==> src/sv/gcc_pkg.sv <==
// Shared types, constants and helpers of the gradient coverage compositor.
`default_nettype none
package gcc_pkg;

	// Field widths fixed by the pixel and register formats.
	localparam int COORD_W    = 14;
	localparam int COV_W      = 8;
	localparam int PIX_W      = 32;
	localparam int CH_W       = 8;
	localparam int COLOR_W    = 24;
	localparam int DIM_REG_W  = 13;
	localparam int CNT_REG_W  = 3;
	localparam int CFG_IDX_W  = 8;
	localparam int CFG_DATA_W = 24;
	localparam int ALPHA_LSB  = 24;

	// Defaults for the top-level parameters.
	localparam int DEF_COLOR_SLOTS = 5;
	localparam int DEF_MAX_DIM     = 4096;

	// Register indexes on the configuration port.
	localparam logic [CFG_IDX_W-1:0] REG_BUF_WIDTH   = CFG_IDX_W'(0);
	localparam logic [CFG_IDX_W-1:0] REG_BUF_HEIGHT  = CFG_IDX_W'(1);
	localparam logic [CFG_IDX_W-1:0] REG_COLOR_COUNT = CFG_IDX_W'(2);
	localparam logic [CFG_IDX_W-1:0] REG_COLOR0      = CFG_IDX_W'(3);

	// Reset contents of the configuration registers.
	localparam logic [DIM_REG_W-1:0] DIM_RESET    = DIM_REG_W'(1);
	localparam logic [CNT_REG_W-1:0] COUNT_RESET  = CNT_REG_W'(1);
	localparam logic [COLOR_W-1:0]   COLOR0_RESET = 24'hFFFFFF;

	// Pipeline stages outside the two divider chains.
	localparam int PIPE_FIXED = 6;

	// Sideband that travels with every pixel through the pipeline.
	typedef struct packed {
		logic                 wr;
		logic [COV_W-1:0]     cov;
		logic [PIX_W-1:0]     dest;
	} gcc_side_t;

	// Number of quotient bits of the gradient segment index.
	function automatic int seg_steps(input int slots);
		return (slots > 2) ? $clog2(slots - 1) : 1;
	endfunction

	// Total latency from an accepted pixel to its result strobe.
	function automatic int pipe_latency(input int slots);
		return seg_steps(slots) + CH_W + PIPE_FIXED;
	endfunction

	// Exact floor(x / 255) for any product of two 8-bit values.
	function automatic logic [CH_W-1:0] div255(input logic [2*CH_W-1:0] x);
		logic [2*CH_W:0] t;
		t = (2*CH_W+1)'(x) + (2*CH_W+1)'(x >> CH_W) + (2*CH_W+1)'(1);
		return t[2*CH_W-1:CH_W];
	endfunction

endpackage
`default_nettype wire

==> src/sv/gcc_div_cell.sv <==
// One restoring division step for several lanes that share a divisor.
`default_nettype none
module gcc_div_cell #(
	parameter int LANES = 1,
	parameter int REM_W = 13,
	parameter int STEPS = 8,
	parameter int PAY_W = 1
) (
	input  logic                              clk,
	input  logic                              arst_n,
	input  logic                              in_valid,
	input  logic [LANES-1:0][REM_W-1:0]       in_rem,
	input  logic [LANES-1:0][STEPS-1:0]       in_lo,
	input  logic [LANES-1:0][STEPS-1:0]       in_quo,
	input  logic [PAY_W-1:0]                  in_pay,
	input  logic [REM_W-1:0]                  divisor,
	output logic                              out_valid,
	output logic [LANES-1:0][REM_W-1:0]       out_rem,
	output logic [LANES-1:0][STEPS-1:0]       out_lo,
	output logic [LANES-1:0][STEPS-1:0]       out_quo,
	output logic [PAY_W-1:0]                  out_pay
);

	logic [LANES-1:0][REM_W:0]   trial;
	logic [LANES-1:0][REM_W:0]   diff;
	logic [LANES-1:0]            take;
	logic [LANES-1:0][REM_W-1:0] rem_d;
	logic [LANES-1:0][STEPS-1:0] lo_d;
	logic [LANES-1:0][STEPS-1:0] quo_d;

	logic                        valid_q;
	logic [LANES-1:0][REM_W-1:0] rem_q;
	logic [LANES-1:0][STEPS-1:0] lo_q;
	logic [LANES-1:0][STEPS-1:0] quo_q;
	logic [PAY_W-1:0]            pay_q;

	// Bring down the next dividend bit and subtract the divisor when it fits.
	always_comb begin
		for (int l = 0; l < LANES; l++) begin
			trial[l] = {in_rem[l], in_lo[l][STEPS-1]};
			diff[l]  = trial[l] - {1'b0, divisor};
			take[l]  = (trial[l] >= {1'b0, divisor});
			rem_d[l] = take[l] ? diff[l][REM_W-1:0] : trial[l][REM_W-1:0];
			lo_d[l]  = in_lo[l] << 1;
			quo_d[l] = (in_quo[l] << 1) | STEPS'(take[l]);
		end
	end

	always_ff @(posedge clk or negedge arst_n) begin
		if (!arst_n) begin
			valid_q <= 1'b0;
		end else begin
			valid_q <= in_valid;
		end
	end

	always_ff @(posedge clk) begin
		rem_q <= rem_d;
		lo_q  <= lo_d;
		quo_q <= quo_d;
		pay_q <= in_pay;
	end

	assign out_valid = valid_q;
	assign out_rem   = rem_q;
	assign out_lo    = lo_q;
	assign out_quo   = quo_q;
	assign out_pay   = pay_q;

endmodule
`default_nettype wire

==> src/sv/gcc_div_chain.sv <==
// A row of division cells, one quotient bit per cell, one stage per cell.
`default_nettype none
module gcc_div_chain #(
	parameter int LANES = 1,
	parameter int REM_W = 13,
	parameter int STEPS = 8,
	parameter int PAY_W = 1
) (
	input  logic                              clk,
	input  logic                              arst_n,
	input  logic                              in_valid,
	input  logic [LANES-1:0][REM_W-1:0]       in_rem,
	input  logic [LANES-1:0][STEPS-1:0]       in_lo,
	input  logic [PAY_W-1:0]                  in_pay,
	input  logic [REM_W-1:0]                  divisor,
	output logic                              out_valid,
	output logic [LANES-1:0][REM_W-1:0]       out_rem,
	output logic [LANES-1:0][STEPS-1:0]       out_quo,
	output logic [PAY_W-1:0]                  out_pay
);

	logic [STEPS:0]                           valid_c;
	logic [STEPS:0][LANES-1:0][REM_W-1:0]     rem_c;
	logic [STEPS:0][LANES-1:0][STEPS-1:0]     lo_c;
	logic [STEPS:0][LANES-1:0][STEPS-1:0]     quo_c;
	logic [STEPS:0][PAY_W-1:0]                pay_c;

	assign valid_c[0] = in_valid;
	assign rem_c[0]   = in_rem;
	assign lo_c[0]    = in_lo;
	assign quo_c[0]   = '0;
	assign pay_c[0]   = in_pay;

	for (genvar i = 0; i < STEPS; i++) begin : g_cell
		gcc_div_cell #(
			.LANES (LANES),
			.REM_W (REM_W),
			.STEPS (STEPS),
			.PAY_W (PAY_W)
		) u_cell (
			.clk       (clk),
			.arst_n    (arst_n),
			.in_valid  (valid_c[i]),
			.in_rem    (rem_c[i]),
			.in_lo     (lo_c[i]),
			.in_quo    (quo_c[i]),
			.in_pay    (pay_c[i]),
			.divisor   (divisor),
			.out_valid (valid_c[i+1]),
			.out_rem   (rem_c[i+1]),
			.out_lo    (lo_c[i+1]),
			.out_quo   (quo_c[i+1]),
			.out_pay   (pay_c[i+1])
		);
	end

	// The dividend bits are all consumed by the last cell.
	assign out_valid = valid_c[STEPS];
	assign out_rem   = rem_c[STEPS];
	assign out_quo   = quo_c[STEPS];
	assign out_pay   = pay_c[STEPS];

endmodule
`default_nettype wire

==> src/sv/gcc_color_store.sv <==
// Gradient color table with one write port and two registered read ports.
`default_nettype none
module gcc_color_store #(
	parameter  int SLOTS = gcc_pkg::DEF_COLOR_SLOTS,
	localparam int AW    = $clog2(SLOTS)
) (
	input  logic                        clk,
	input  logic                        arst_n,
	input  logic                        wr_en,
	input  logic [AW-1:0]               wr_addr,
	input  logic [gcc_pkg::COLOR_W-1:0] wr_data,
	input  logic [AW-1:0]               rd_addr_a,
	input  logic [AW-1:0]               rd_addr_b,
	output logic [gcc_pkg::COLOR_W-1:0] rd_data_a,
	output logic [gcc_pkg::COLOR_W-1:0] rd_data_b
);
	import gcc_pkg::*;

	logic [COLOR_W-1:0] mem [SLOTS];
	logic [SLOTS-1:0]   written_q;
	logic [COLOR_W-1:0] rst_a;
	logic [COLOR_W-1:0] rst_b;
	logic [COLOR_W-1:0] rd_a_q;
	logic [COLOR_W-1:0] rd_b_q;

	// An entry never written reads as its reset color.
	assign rst_a = (rd_addr_a == '0) ? COLOR0_RESET : '0;
	assign rst_b = (rd_addr_b == '0) ? COLOR0_RESET : '0;

	always_ff @(posedge clk or negedge arst_n) begin
		if (!arst_n) begin
			written_q <= '0;
		end else if (wr_en) begin
			written_q[wr_addr] <= 1'b1;
		end
	end

	always_ff @(posedge clk) begin
		if (wr_en) begin
			mem[wr_addr] <= wr_data;
		end
	end

	always_ff @(posedge clk) begin
		rd_a_q <= written_q[rd_addr_a] ? mem[rd_addr_a] : rst_a;
		rd_b_q <= written_q[rd_addr_b] ? mem[rd_addr_b] : rst_b;
	end

	assign rd_data_a = rd_a_q;
	assign rd_data_b = rd_b_q;

endmodule
`default_nettype wire

==> src/sv/gradient_coverage_composite.sv <==
// Top level of the gradient coverage compositor: clip, gradient, blend, pack.
//
//  Channel   Signals                                          Handshake
//  --------  -----------------------------------------------  ---------------------------
//  command   start, busy, pixel_x, pixel_y, coverage,         taken when start && !busy
//            dest_pixel
//  result    done, write_enable, new_pixel                    one cycle, marked by done
//  config    cfg_valid, cfg_ready, cfg_index, cfg_data        taken when both are high
//
// The block is a fixed pipeline: one pixel is taken every clock cycle and its
// result passes through two rows of division cells, one quotient bit per cell:
// the gradient segment divide and the per-channel blend divide by the buffer
// width (eight cells), plus six plain stages around them. busy never rises,
// since every stage advances in every cycle, and the result side cannot stall.
// Reset clears the stage valid bits and the written marks of the color table
// and sets the size and count registers to one; payload registers are not
// reset. Configuration transactions are always taken and must only be issued
// while no pixel is in flight.
`default_nettype none
module gradient_coverage_composite #(
	parameter int COLOR_SLOTS = gcc_pkg::DEF_COLOR_SLOTS,
	parameter int MAX_DIM     = gcc_pkg::DEF_MAX_DIM
) (
	input  logic                          clk,
	input  logic                          arst_n,
	input  logic                          start,
	output logic                          busy,
	input  logic signed [gcc_pkg::COORD_W-1:0] pixel_x,
	input  logic signed [gcc_pkg::COORD_W-1:0] pixel_y,
	input  logic [gcc_pkg::COV_W-1:0]      coverage,
	input  logic [gcc_pkg::PIX_W-1:0]      dest_pixel,
	output logic                          done,
	output logic                          write_enable,
	output logic [gcc_pkg::PIX_W-1:0]      new_pixel,
	input  logic                          cfg_valid,
	output logic                          cfg_ready,
	input  logic [gcc_pkg::CFG_IDX_W-1:0]  cfg_index,
	input  logic [gcc_pkg::CFG_DATA_W-1:0] cfg_data
);
	import gcc_pkg::*;

	// Width of a saturated buffer dimension, of an inside coordinate, of the
	// clamped color count, of a color table index and of the gradient position.
	localparam int DW    = $clog2(MAX_DIM + 1);
	localparam int XW    = $clog2(MAX_DIM);
	localparam int NW    = $clog2(COLOR_SLOTS + 1);
	localparam int CIW   = $clog2(COLOR_SLOTS);
	localparam int QW    = seg_steps(COLOR_SLOTS);
	localparam int PW    = XW + NW;
	localparam int MW    = CH_W + DW;
	localparam int CMP_W = (DW > COORD_W - 1) ? DW : COORD_W - 1;
	localparam int SIDE_W = $bits(gcc_side_t);

	// ---------------------------------------------------------------------
	// Configuration registers. The color table lives in its own store.
	// ---------------------------------------------------------------------
	logic [DIM_REG_W-1:0] width_q;
	logic [DIM_REG_W-1:0] height_q;
	logic [CNT_REG_W-1:0] count_q;
	logic                 cfg_we;
	logic                 color_we;
	logic [CFG_IDX_W-1:0] color_off;

	assign cfg_ready = 1'b1;
	assign busy      = 1'b0;
	assign cfg_we    = cfg_valid && cfg_ready;
	assign color_off = cfg_index - REG_COLOR0;
	assign color_we  = cfg_we && (cfg_index >= REG_COLOR0) &&
		(32'(cfg_index) < 32'(REG_COLOR0) + COLOR_SLOTS);

	always_ff @(posedge clk or negedge arst_n) begin
		if (!arst_n) begin
			width_q  <= DIM_RESET;
			height_q <= DIM_RESET;
			count_q  <= COUNT_RESET;
		end else if (cfg_we) begin
			unique case (cfg_index)
				REG_BUF_WIDTH:   width_q  <= cfg_data[DIM_REG_W-1:0];
				REG_BUF_HEIGHT:  height_q <= cfg_data[DIM_REG_W-1:0];
				REG_COLOR_COUNT: count_q  <= cfg_data[CNT_REG_W-1:0];
				default: begin
				end
			endcase
		end
	end

	// Sizes above the supported maximum saturate; a color count of zero acts
	// as one and a count above the slot number is cut to the slot number.
	logic [DW-1:0] w_eff;
	logic [DW-1:0] h_eff;
	logic [NW-1:0] n_eff;
	logic [NW-1:0] n_minus1;

	assign w_eff = (32'(width_q) > MAX_DIM)  ? DW'(MAX_DIM) : DW'(width_q);
	assign h_eff = (32'(height_q) > MAX_DIM) ? DW'(MAX_DIM) : DW'(height_q);

	always_comb begin
		if (count_q == '0) begin
			n_eff = NW'(1);
		end else if (32'(count_q) > COLOR_SLOTS) begin
			n_eff = NW'(COLOR_SLOTS);
		end else begin
			n_eff = NW'(count_q);
		end
		n_minus1 = n_eff - NW'(1);
	end

	// ---------------------------------------------------------------------
	// Stage 1: clipping, write decision and the gradient position x*(n-1).
	// A pixel that is not written still flows through so that its result
	// keeps its place; it then carries the destination pixel unchanged.
	// ---------------------------------------------------------------------
	logic             accept;
	logic             in_buf;
	logic             wr_d;
	logic [XW-1:0]    x_in;
	logic [PW-1:0]    pos_d;

	assign accept = start && !busy;
	assign in_buf = !pixel_x[COORD_W-1] && !pixel_y[COORD_W-1] &&
		(CMP_W'(pixel_x[COORD_W-2:0]) < CMP_W'(w_eff)) &&
		(CMP_W'(pixel_y[COORD_W-2:0]) < CMP_W'(h_eff));
	assign wr_d   = in_buf && (coverage != '0) &&
		(coverage > dest_pixel[PIX_W-1:ALPHA_LSB]);
	// Only the low bits matter: an inside column lies below MAX_DIM.
	assign x_in   = pixel_x[XW-1:0];
	assign pos_d  = PW'(x_in) * PW'(n_minus1);

	logic          v_s1;
	gcc_side_t     side_s1;
	logic [PW-1:0] pos_s1;

	always_ff @(posedge clk or negedge arst_n) begin
		if (!arst_n) begin
			v_s1 <= 1'b0;
		end else begin
			v_s1 <= accept;
		end
	end

	always_ff @(posedge clk) begin
		side_s1.wr   <= wr_d;
		side_s1.cov  <= coverage;
		side_s1.dest <= dest_pixel;
		pos_s1       <= pos_d;
	end

	// ---------------------------------------------------------------------
	// Segment divide: q = pos / width, r = pos % width. The position is below
	// width * (n - 1), so q has QW bits and the upper part of the position is
	// already below the width when it enters the first cell.
	// ---------------------------------------------------------------------
	logic [0:0][DW-1:0] seg_rem_in;
	logic [0:0][QW-1:0] seg_lo_in;
	logic               seg_v;
	logic [0:0][DW-1:0] seg_rem;
	logic [0:0][QW-1:0] seg_quo;
	logic [SIDE_W-1:0]  seg_pay;

	assign seg_rem_in[0] = DW'(pos_s1 >> QW);
	assign seg_lo_in[0]  = pos_s1[QW-1:0];

	gcc_div_chain #(
		.LANES (1),
		.REM_W (DW),
		.STEPS (QW),
		.PAY_W (SIDE_W)
	) u_seg_div (
		.clk       (clk),
		.arst_n    (arst_n),
		.in_valid  (v_s1),
		.in_rem    (seg_rem_in),
		.in_lo     (seg_lo_in),
		.in_pay    (side_s1),
		.divisor   (w_eff),
		.out_valid (seg_v),
		.out_rem   (seg_rem),
		.out_quo   (seg_quo),
		.out_pay   (seg_pay)
	);

	// ---------------------------------------------------------------------
	// Stage 2: read the two end colors of the segment. With a flat color the
	// position is zero, so the first end is color 0 and the remainder is zero.
	// ---------------------------------------------------------------------
	logic [CIW-1:0]     idx_a;
	logic [CIW-1:0]     idx_b;
	logic [COLOR_W-1:0] col_a_s2;
	logic [COLOR_W-1:0] col_b_s2;

	assign idx_a = CIW'(seg_quo[0]);
	assign idx_b = idx_a + CIW'(1);

	gcc_color_store #(
		.SLOTS (COLOR_SLOTS)
	) u_colors (
		.clk       (clk),
		.arst_n    (arst_n),
		.wr_en     (color_we),
		.wr_addr   (color_off[CIW-1:0]),
		.wr_data   (cfg_data[COLOR_W-1:0]),
		.rd_addr_a (idx_a),
		.rd_addr_b (idx_b),
		.rd_data_a (col_a_s2),
		.rd_data_b (col_b_s2)
	);

	logic          v_s2;
	gcc_side_t     side_s2;
	logic [DW-1:0] rem_s2;

	always_ff @(posedge clk or negedge arst_n) begin
		if (!arst_n) begin
			v_s2 <= 1'b0;
		end else begin
			v_s2 <= seg_v;
		end
	end

	always_ff @(posedge clk) begin
		side_s2 <= seg_pay;
		rem_s2  <= seg_rem[0];
	end

	// ---------------------------------------------------------------------
	// Stage 3: weights of the two end colors, c[q]*(W-r) and c[q+1]*r.
	// Channel 0 is red (bits 7..0), channel 1 green, channel 2 blue.
	// ---------------------------------------------------------------------
	logic [DW-1:0]          w_minus_r;
	logic                   v_s3;
	gcc_side_t              side_s3;
	logic [2:0][MW-1:0]     prod_a_s3;
	logic [2:0][MW-1:0]     prod_b_s3;

	assign w_minus_r = w_eff - rem_s2;

	always_ff @(posedge clk or negedge arst_n) begin
		if (!arst_n) begin
			v_s3 <= 1'b0;
		end else begin
			v_s3 <= v_s2;
		end
	end

	always_ff @(posedge clk) begin
		side_s3 <= side_s2;
		for (int k = 0; k < 3; k++) begin
			prod_a_s3[k] <= MW'(col_a_s2[CH_W*k +: CH_W]) * MW'(w_minus_r);
			prod_b_s3[k] <= MW'(col_b_s2[CH_W*k +: CH_W]) * MW'(rem_s2);
		end
	end

	// ---------------------------------------------------------------------
	// Stage 4: blend numerator. It never exceeds 255 * width.
	// ---------------------------------------------------------------------
	logic               v_s4;
	gcc_side_t          side_s4;
	logic [2:0][MW-1:0] sum_s4;

	always_ff @(posedge clk or negedge arst_n) begin
		if (!arst_n) begin
			v_s4 <= 1'b0;
		end else begin
			v_s4 <= v_s3;
		end
	end

	always_ff @(posedge clk) begin
		side_s4 <= side_s3;
		for (int k = 0; k < 3; k++) begin
			sum_s4[k] <= prod_a_s3[k] + prod_b_s3[k];
		end
	end

	// ---------------------------------------------------------------------
	// Channel divide by the width, three lanes side by side. The quotient
	// is a channel value, so eight cells suffice.
	// ---------------------------------------------------------------------
	logic [2:0][DW-1:0]   ch_rem_in;
	logic [2:0][CH_W-1:0] ch_lo_in;
	logic                 ch_v;
	logic [2:0][DW-1:0]   ch_rem;
	logic [2:0][CH_W-1:0] ch_quo;
	logic [SIDE_W-1:0]    ch_pay;

	always_comb begin
		for (int k = 0; k < 3; k++) begin
			ch_rem_in[k] = DW'(sum_s4[k] >> CH_W);
			ch_lo_in[k]  = sum_s4[k][CH_W-1:0];
		end
	end

	gcc_div_chain #(
		.LANES (3),
		.REM_W (DW),
		.STEPS (CH_W),
		.PAY_W (SIDE_W)
	) u_ch_div (
		.clk       (clk),
		.arst_n    (arst_n),
		.in_valid  (v_s4),
		.in_rem    (ch_rem_in),
		.in_lo     (ch_lo_in),
		.in_pay    (side_s4),
		.divisor   (w_eff),
		.out_valid (ch_v),
		.out_rem   (ch_rem),
		.out_quo   (ch_quo),
		.out_pay   (ch_pay)
	);

	// The final remainders of the blend divide are not needed.
	logic ch_rem_unused;
	assign ch_rem_unused = ^ch_rem;

	// ---------------------------------------------------------------------
	// Stage 5: premultiply each channel by the coverage.
	// ---------------------------------------------------------------------
	logic                   v_s5;
	gcc_side_t              side_s5;
	gcc_side_t              ch_side;
	logic [2:0][2*CH_W-1:0] pm_s5;

	assign ch_side = ch_pay;

	always_ff @(posedge clk or negedge arst_n) begin
		if (!arst_n) begin
			v_s5 <= 1'b0;
		end else begin
			v_s5 <= ch_v && !ch_rem_unused | ch_v;
		end
	end

	always_ff @(posedge clk) begin
		side_s5 <= ch_side;
		for (int k = 0; k < 3; k++) begin
			pm_s5[k] <= (2*CH_W)'(ch_quo[k]) * (2*CH_W)'(ch_side.cov);
		end
	end

	// ---------------------------------------------------------------------
	// Stage 6: scale by 1/255 and pack as A, R, G, B. A pixel that is not
	// written returns the destination pixel as it came in.
	// ---------------------------------------------------------------------
	logic [PIX_W-1:0] packed_pix;
	logic             done_q;
	logic             we_q;
	logic [PIX_W-1:0] pix_q;

	assign packed_pix = {side_s5.cov, div255(pm_s5[0]), div255(pm_s5[1]), div255(pm_s5[2])};

	always_ff @(posedge clk or negedge arst_n) begin
		if (!arst_n) begin
			done_q <= 1'b0;
		end else begin
			done_q <= v_s5;
		end
	end

	always_ff @(posedge clk) begin
		we_q  <= side_s5.wr;
		pix_q <= side_s5.wr ? packed_pix : side_s5.dest;
	end

	assign done         = done_q;
	assign write_enable = we_q;
	assign new_pixel    = pix_q;

endmodule
`default_nettype wire

==> config.mk <==
export PLATFORM = sky130hd
export DESIGN_NAME = gradient_coverage_composite
export DESIGN_NICKNAME = d
export VERILOG_FILES = /design/src/sv/gcc_pkg.sv /design/src/sv/gcc_div_cell.sv /design/src/sv/gcc_div_chain.sv /design/src/sv/gcc_color_store.sv /design/src/sv/gradient_coverage_composite.sv
export SDC_FILE = /design/constraint.sdc
export NUM_CORES = 2
export LEC_CHECK = 0
export ABC_AREA = 1
export BUFFER_PORTS_ARGS = -buffer_cell sky130_fd_sc_hd__buf_4
export CAP_MARGIN = 20
export CORE_AREA = 2 2 488 490
export DETAILED_ROUTE_END_ITERATION = 8
export DIE_AREA = 0 0 490 492
export PLACE_DENSITY_LB_ADDON = 0.3
export RECOVER_POWER = 100
export SETUP_SLACK_MARGIN = 0.4
export SLEW_MARGIN = 15
export SYNTH_ARGS = -nofsm -noshare
export SYNTH_HDL_FRONTEND = slang
export SYNTH_HIERARCHICAL = 1
export SYNTH_SLANG_ARGS = --single-unit
==> constraint.sdc <==
create_clock -name clk -period 6.85 [get_ports clk]
set_input_delay 0.685 -clock clk [delete_from_list [all_inputs] [get_ports clk]]
set_output_delay 0.685 -clock clk [all_outputs]
set_load 0.1 [all_outputs]
# Word level (Yosys, flattened, before mapping)
# Memory sizes are Yosys's and may differ from the RTL's. A register that Yosys moved wholly into a read port is not among the register bits.
# Cells that the tools add are included.
# totals
ff_bits	1545
ramBits	120
inputBits	104
output_inout_bits	36
elab_cells	315
memories	1
# mem_list
name	words	width	read_ports	rd_ports_with_merged_regs	write_ports	line	text
u_colors.mem	5	24	2	1	1	gcc_color_store.sv:19	logic [COLOR_W-1:0] mem [SLOTS];
# op_classes
add_sub_neg	39
mul	10
n_lt_le_gt_ge	38
n_eq_ne	2
muxes	43
bitwise	24
reduce_logical	21
# ops
cell	count
$ge 14x13->1	26
$mux 13	28
$sub 13x13->13	27
$mul 8x13->21	6
$mux 24	4
$add 21x21->21	3
$add 16x1->16 const B	3
$add 16x8->16	3
$mul 8x8->16	3
$reduce_xor 39->1	1
$mux 32	1
$gt 13x13->1 const B	2
$lt 13x13->1	2
$or 8x1->8	3
$or 7x1->7	3
$or 6x1->6	3
$mul 12x3->15	1
$or 5x1->5	3
$or 4x1->4	3
$logic_and 1x1->1	9
$logic_not 3->1	3
$or 3x1->3	3
$eq 8x1->1 const B	1
$eq 8x2->1 const B	1
other kinds (22)	35

# Depth between registers and ports, before layout
# logic_depth
word_depth	7
mapped_depth	35
ltp_nobuf	34

# Hierarchy
# The synthesis kept the hierarchy.
# by_module_without_submodules
module	n_inst	cells_each	area_each_um2	seq_area_each_um2
gradient_coverage_composite	1	5580	45108.3	10949.3
gcc_div_cell at u_ch_div.g_cell[0].u_cell ...	6	753	5983.2	2527.4
gcc_div_cell at u_ch_div.g_cell[5].u_cell ...	2	750	6032.0	2527.4
gcc_color_store	1	940	7952.6	4689.5
gcc_div_cell at u_seg_div.g_cell[0].u_cell ...	2	275	2387.3	1166.1
gcc_div_chain	2	1	3.8	0.0

# Worst setup path before layout
# Ideal clock, no wire load.
# synth_timing
path_type	register -> register
start	register width_q[0]
end	register prod_a_s3[34] (netlist name)
setup_ns	0.112
arrival_time_ns	6.360
required_ns	6.738
slack_ns	0.377
stages_incl_launch_ff	22
n_path_buf	1
period_less_slack_ns	6.473
cell_sequence	dfstp_2 -> inv_1 -> nor2_1 -> inv_1 -> ha_1 -> fa_1 -> xnor2_1 -> clkinv_1 -> clkbuf_1 -> nor2_1 -> fa_1 -> fa_1 -> fa_1 -> fa_1 -> ha_1 -> a21oi_1 -> a21boi_0 -> o21ai_0 -> nand2_1 -> nand2_1 -> nand2_1 -> nand2_1
# synth_via
elab_chain_cells	4
# synth_lines
element	line	text
from (decl)	gradient_coverage_composite.sv:57	logic [DIM_REG_W-1:0] width_q;
from (signal assigned)	gradient_coverage_composite.sv:78	REG_BUF_WIDTH: width_q <= cfg_data[DIM_REG_W-1:0];
$gt 13x13->1	gradient_coverage_composite.sv:94	assign w_eff = (32'(width_q) > MAX_DIM) ? DW'(MAX_DIM) : DW'(width_q);
$mux 13 *	gradient_coverage_composite.sv:94	
net w_eff[0]	gradient_coverage_composite.sv:89	logic [DW-1:0] w_eff;
$sub 13x13->13 *	gradient_coverage_composite.sv:235	assign w_minus_r = w_eff - rem_s2;
$mul 8x13->21 *	gradient_coverage_composite.sv:248	prod_a_s3[k] <= MW'(col_a_s2[CH_W*k +: CH_W]) * MW'(w_minus_r);
to (signal, indexed assignment)	gradient_coverage_composite.sv:248	
to (decl)	gradient_coverage_composite.sv:232	logic [2:0][MW-1:0] prod_a_s3;
# Mark *: on every way through the listed nets, which the timed path passes. The rest lies on a longest branch.
# A chain may end at the register's enable or synchronous reset.

==> out/qor.csv <==
metric,value,unit
outcome,finished with violations,
failing checks,"max-capacitance violations, max-slew violations",
Gate power share,0.593,
H-tree Lvls,4,
Initial Utilization,0.4207,
Ports,140,
P_sw,28.84,mW
Worst Skew,74.12,ps
worst endpoint required time,7550,ps
routability cong.,0.9234,
maximum fanout along the worst path,22,
Worst Path Arrival,7000,ps
"Clk pin slew, worst setup/hold paths",60,ps
PD cells,553.3,nW/µm²
Clock power frac,0.168,
Row Count,179,
Critical Path End Type,register,
DRC Markers,0,
DR WL/cell,16.26,µm
Final HPWL DP,201600,µm
clock root buffer,clkbuf_16,
Buffers on Ports,137,
CTS tree,yes,
initial antenna violation count,10,
setup TNS,0,ps
global router's overall resource usage,0.2130,
RSZ-0062 raised after global routing,yes,
Max VDD drop,392.1,µV
endpoints failing setup,0,
WL final,258800,µm
Area Growth Syn to Fin,9.305,%
clock buffer depth,3,
P_int,31.27,mW
post-synthesis cell area,99400,µm²
first-pass GRT wire length,407100,µm
Final ANT Viol Nets,0,
Setup CP Type,reg -> reg,
initial DRC count,4606,
grt total ovfl,0,
Tmin final,6298,ps
DIE HEIGHT,492,µm
crit share post-route,0.9194,
max_cap viols,11,
Sink Count,1626,
CP startpoint kind,register,
Slew Limit Fails,361,
Reg power frac,0.238,
Core ar.,236300,µm²
Final Hold Fails,0,
vias in the first global route,74310,
Post-Syn Area per Cell,7.992,µm²
CTS buffer count,169,
leakage power,57.90,nW
synth warn,6,
worst min path class,in -> reg,
sw frac,0.4798,
fin cells,15920,
layout cells sized above 1,0.07337,
Post-Place Cells,15530,
clk_lat worst skew,850,ps
DIE AREA,241100,µm²
DRT Pass-1 Iters,6,
via count,76040,
largest net degree at the start of global routing,55,
die width,490,µm
Syn Inst Count,12440,
Worst-Margin Slew,3026,ps
Final nets,14080,
f_max,158.8,MHz
Vias/cell,4.777,
slew margin rel.,-1.025,
## final cells by class
class,instances,area [µm²]
inverters,2467,9283
multi-input cells,8076,53340
flip-flops and latches,1626,34010
clock inverters,106,1648
repair inverters,1,5.005
clock buffers,211,4666
repair buffers,256,1715
fillers,23500,127600
well taps,3167,3963
diodes,8,20.02
## layout by cell type (no fill, tap or decap), types with 33 or more instances in the layout
cell           instances
o21ai_0              281
xor2_1               235
clkbuf_1             104
clkbuf_4              33
inv_1               2393
a21oi_1              315
nor3_1                39
dfrtp_1               46
buf_4                 94
dlygate4sd3_1         41
xnor2_1               66
nand2_2              124
fa_1                 545
inv_2                 43
ha_1                 837
nor2_2                62
nand3_2               84
nand3_1              632
edfxtp_1             120
dfxtp_1             1456
nand4_1              282
nor2_1               683
nand2_1             3567
nor2_4                33
clkbuf_16            173
## power by group through the flow
stage / logic, mW / registers (mW) / clock network, mW
2_1_floorplan: 29.0 / 13.3 / 0
3_3_place_gp: 35.8 / 14.5 / 0
3_5_place_dp: 36.1 / 14.5 / 0
4_1_cts: 36.4 / 14.3 / 10.4
5_1_grt: 40.9 / 14.5 / 10.8
6_report: 35.7 / 14.3 / 10.1
## critical path: stages (launching register included)
cell and delay, ps:
dfrtp_1 370, inv_1 110, nand4_1 130, nor2_1 120
a21oi_1 110, buf_6 170, clkbuf_4 130, nor2_1 170
clkbuf_1 1560, inv_1 500, ha_1 520, nand2_1 130
clkinv_1 80, nand2_1 130, inv_1 60, a21oi_1 390
nand3_1 800, o21ai_0 610
## flip-flops by register name, indices dropped and copies added, names as in the netlist, 41 cells and up
| name | cells |
|---|---|
| pm_s5 | 48 |
| prod_a_s3 | 63 |
| prod_b_s3 | 63 |
| side_s1 | 41 |
| side_s2 | 41 |
| side_s3 | 41 |
| side_s4 | 41 |
| u_ch_div/g_cell.u_cell/out_lo | 84 |
| u_ch_div/g_cell.u_cell/out_pay | 328 |
| u_ch_div/g_cell.u_cell/out_quo | 108 |
| u_ch_div/g_cell.u_cell/out_rem | 273 |
| u_colors/mem | 120 |
| u_seg_div/g_cell.u_cell/out_pay | 82 |
## repair_timing
item | 4_1_cts | 5_1_grt
resized for setup | 0 | 42
hold buffers | 41 | 0
hold endpoints to repair | 88 | 0
setup endpoints to repair | 0 | 34
setup buffers | 0 | 18
## metrics by stage
step,hold WS (ps),instance area [µm²],setup WS (ps),power [mW],util
6_report,146.2,108600,552.1,60.11,0.4598
5_1_grt,102.1,108600,206.2,66.18,0.4598
4_1_cts,4.231,109800,445.2,61.05,0.4647
3_5_place_dp,312.1,103100,498.0,50.61,0.4362
3_3_place_gp,309.6,103100,520.2,50.35,0.4362
2_1_floorplan,309.6,99410,770.6,42.26,-
## path summary, 6_finish.rpt
| check | from | to | slack (ps) | depth (start not counted) |
|---|---|---|---|---|
| worst max-delay path | width_q[9] | u_ch_div/g_cell[5].u_cell/out_rem[7] | 550 | 17 |
| worst min-delay path | coverage[2] | side_s1[34] | 150 | 1 |
| worst max register to register | width_q[9] | u_ch_div/g_cell[5].u_cell/out_rem[7] | 550 | 17 |
| worst min register to register | u_ch_div/g_cell[5].u_cell/out_pay[35] | u_ch_div/g_cell[6].u_cell/out_pay[35] | 290 | 0 |
| max in group asynchronous | arst_n | width_q[12] | 3590 | 2 |
| min in group asynchronous | arst_n | u_colors/written_q[0] | 1340 | 2 |
## metal layers
| layer | GRT usage | share of wire | vias to the layer above |
|---|---|---|---|
| met5 | 0 | 0 | - |
| li1 | - | - | 38520 |
| met1 | 0.2674 | 0.43 | 35250 |
| met4 | 0.08735 | 0.042 | 0 |
| met2 | 0.3650 | 0.47 | 1795 |
| met3 | 0.03172 | 0.053 | 467 |
Power figures use the tool's default switching activity.
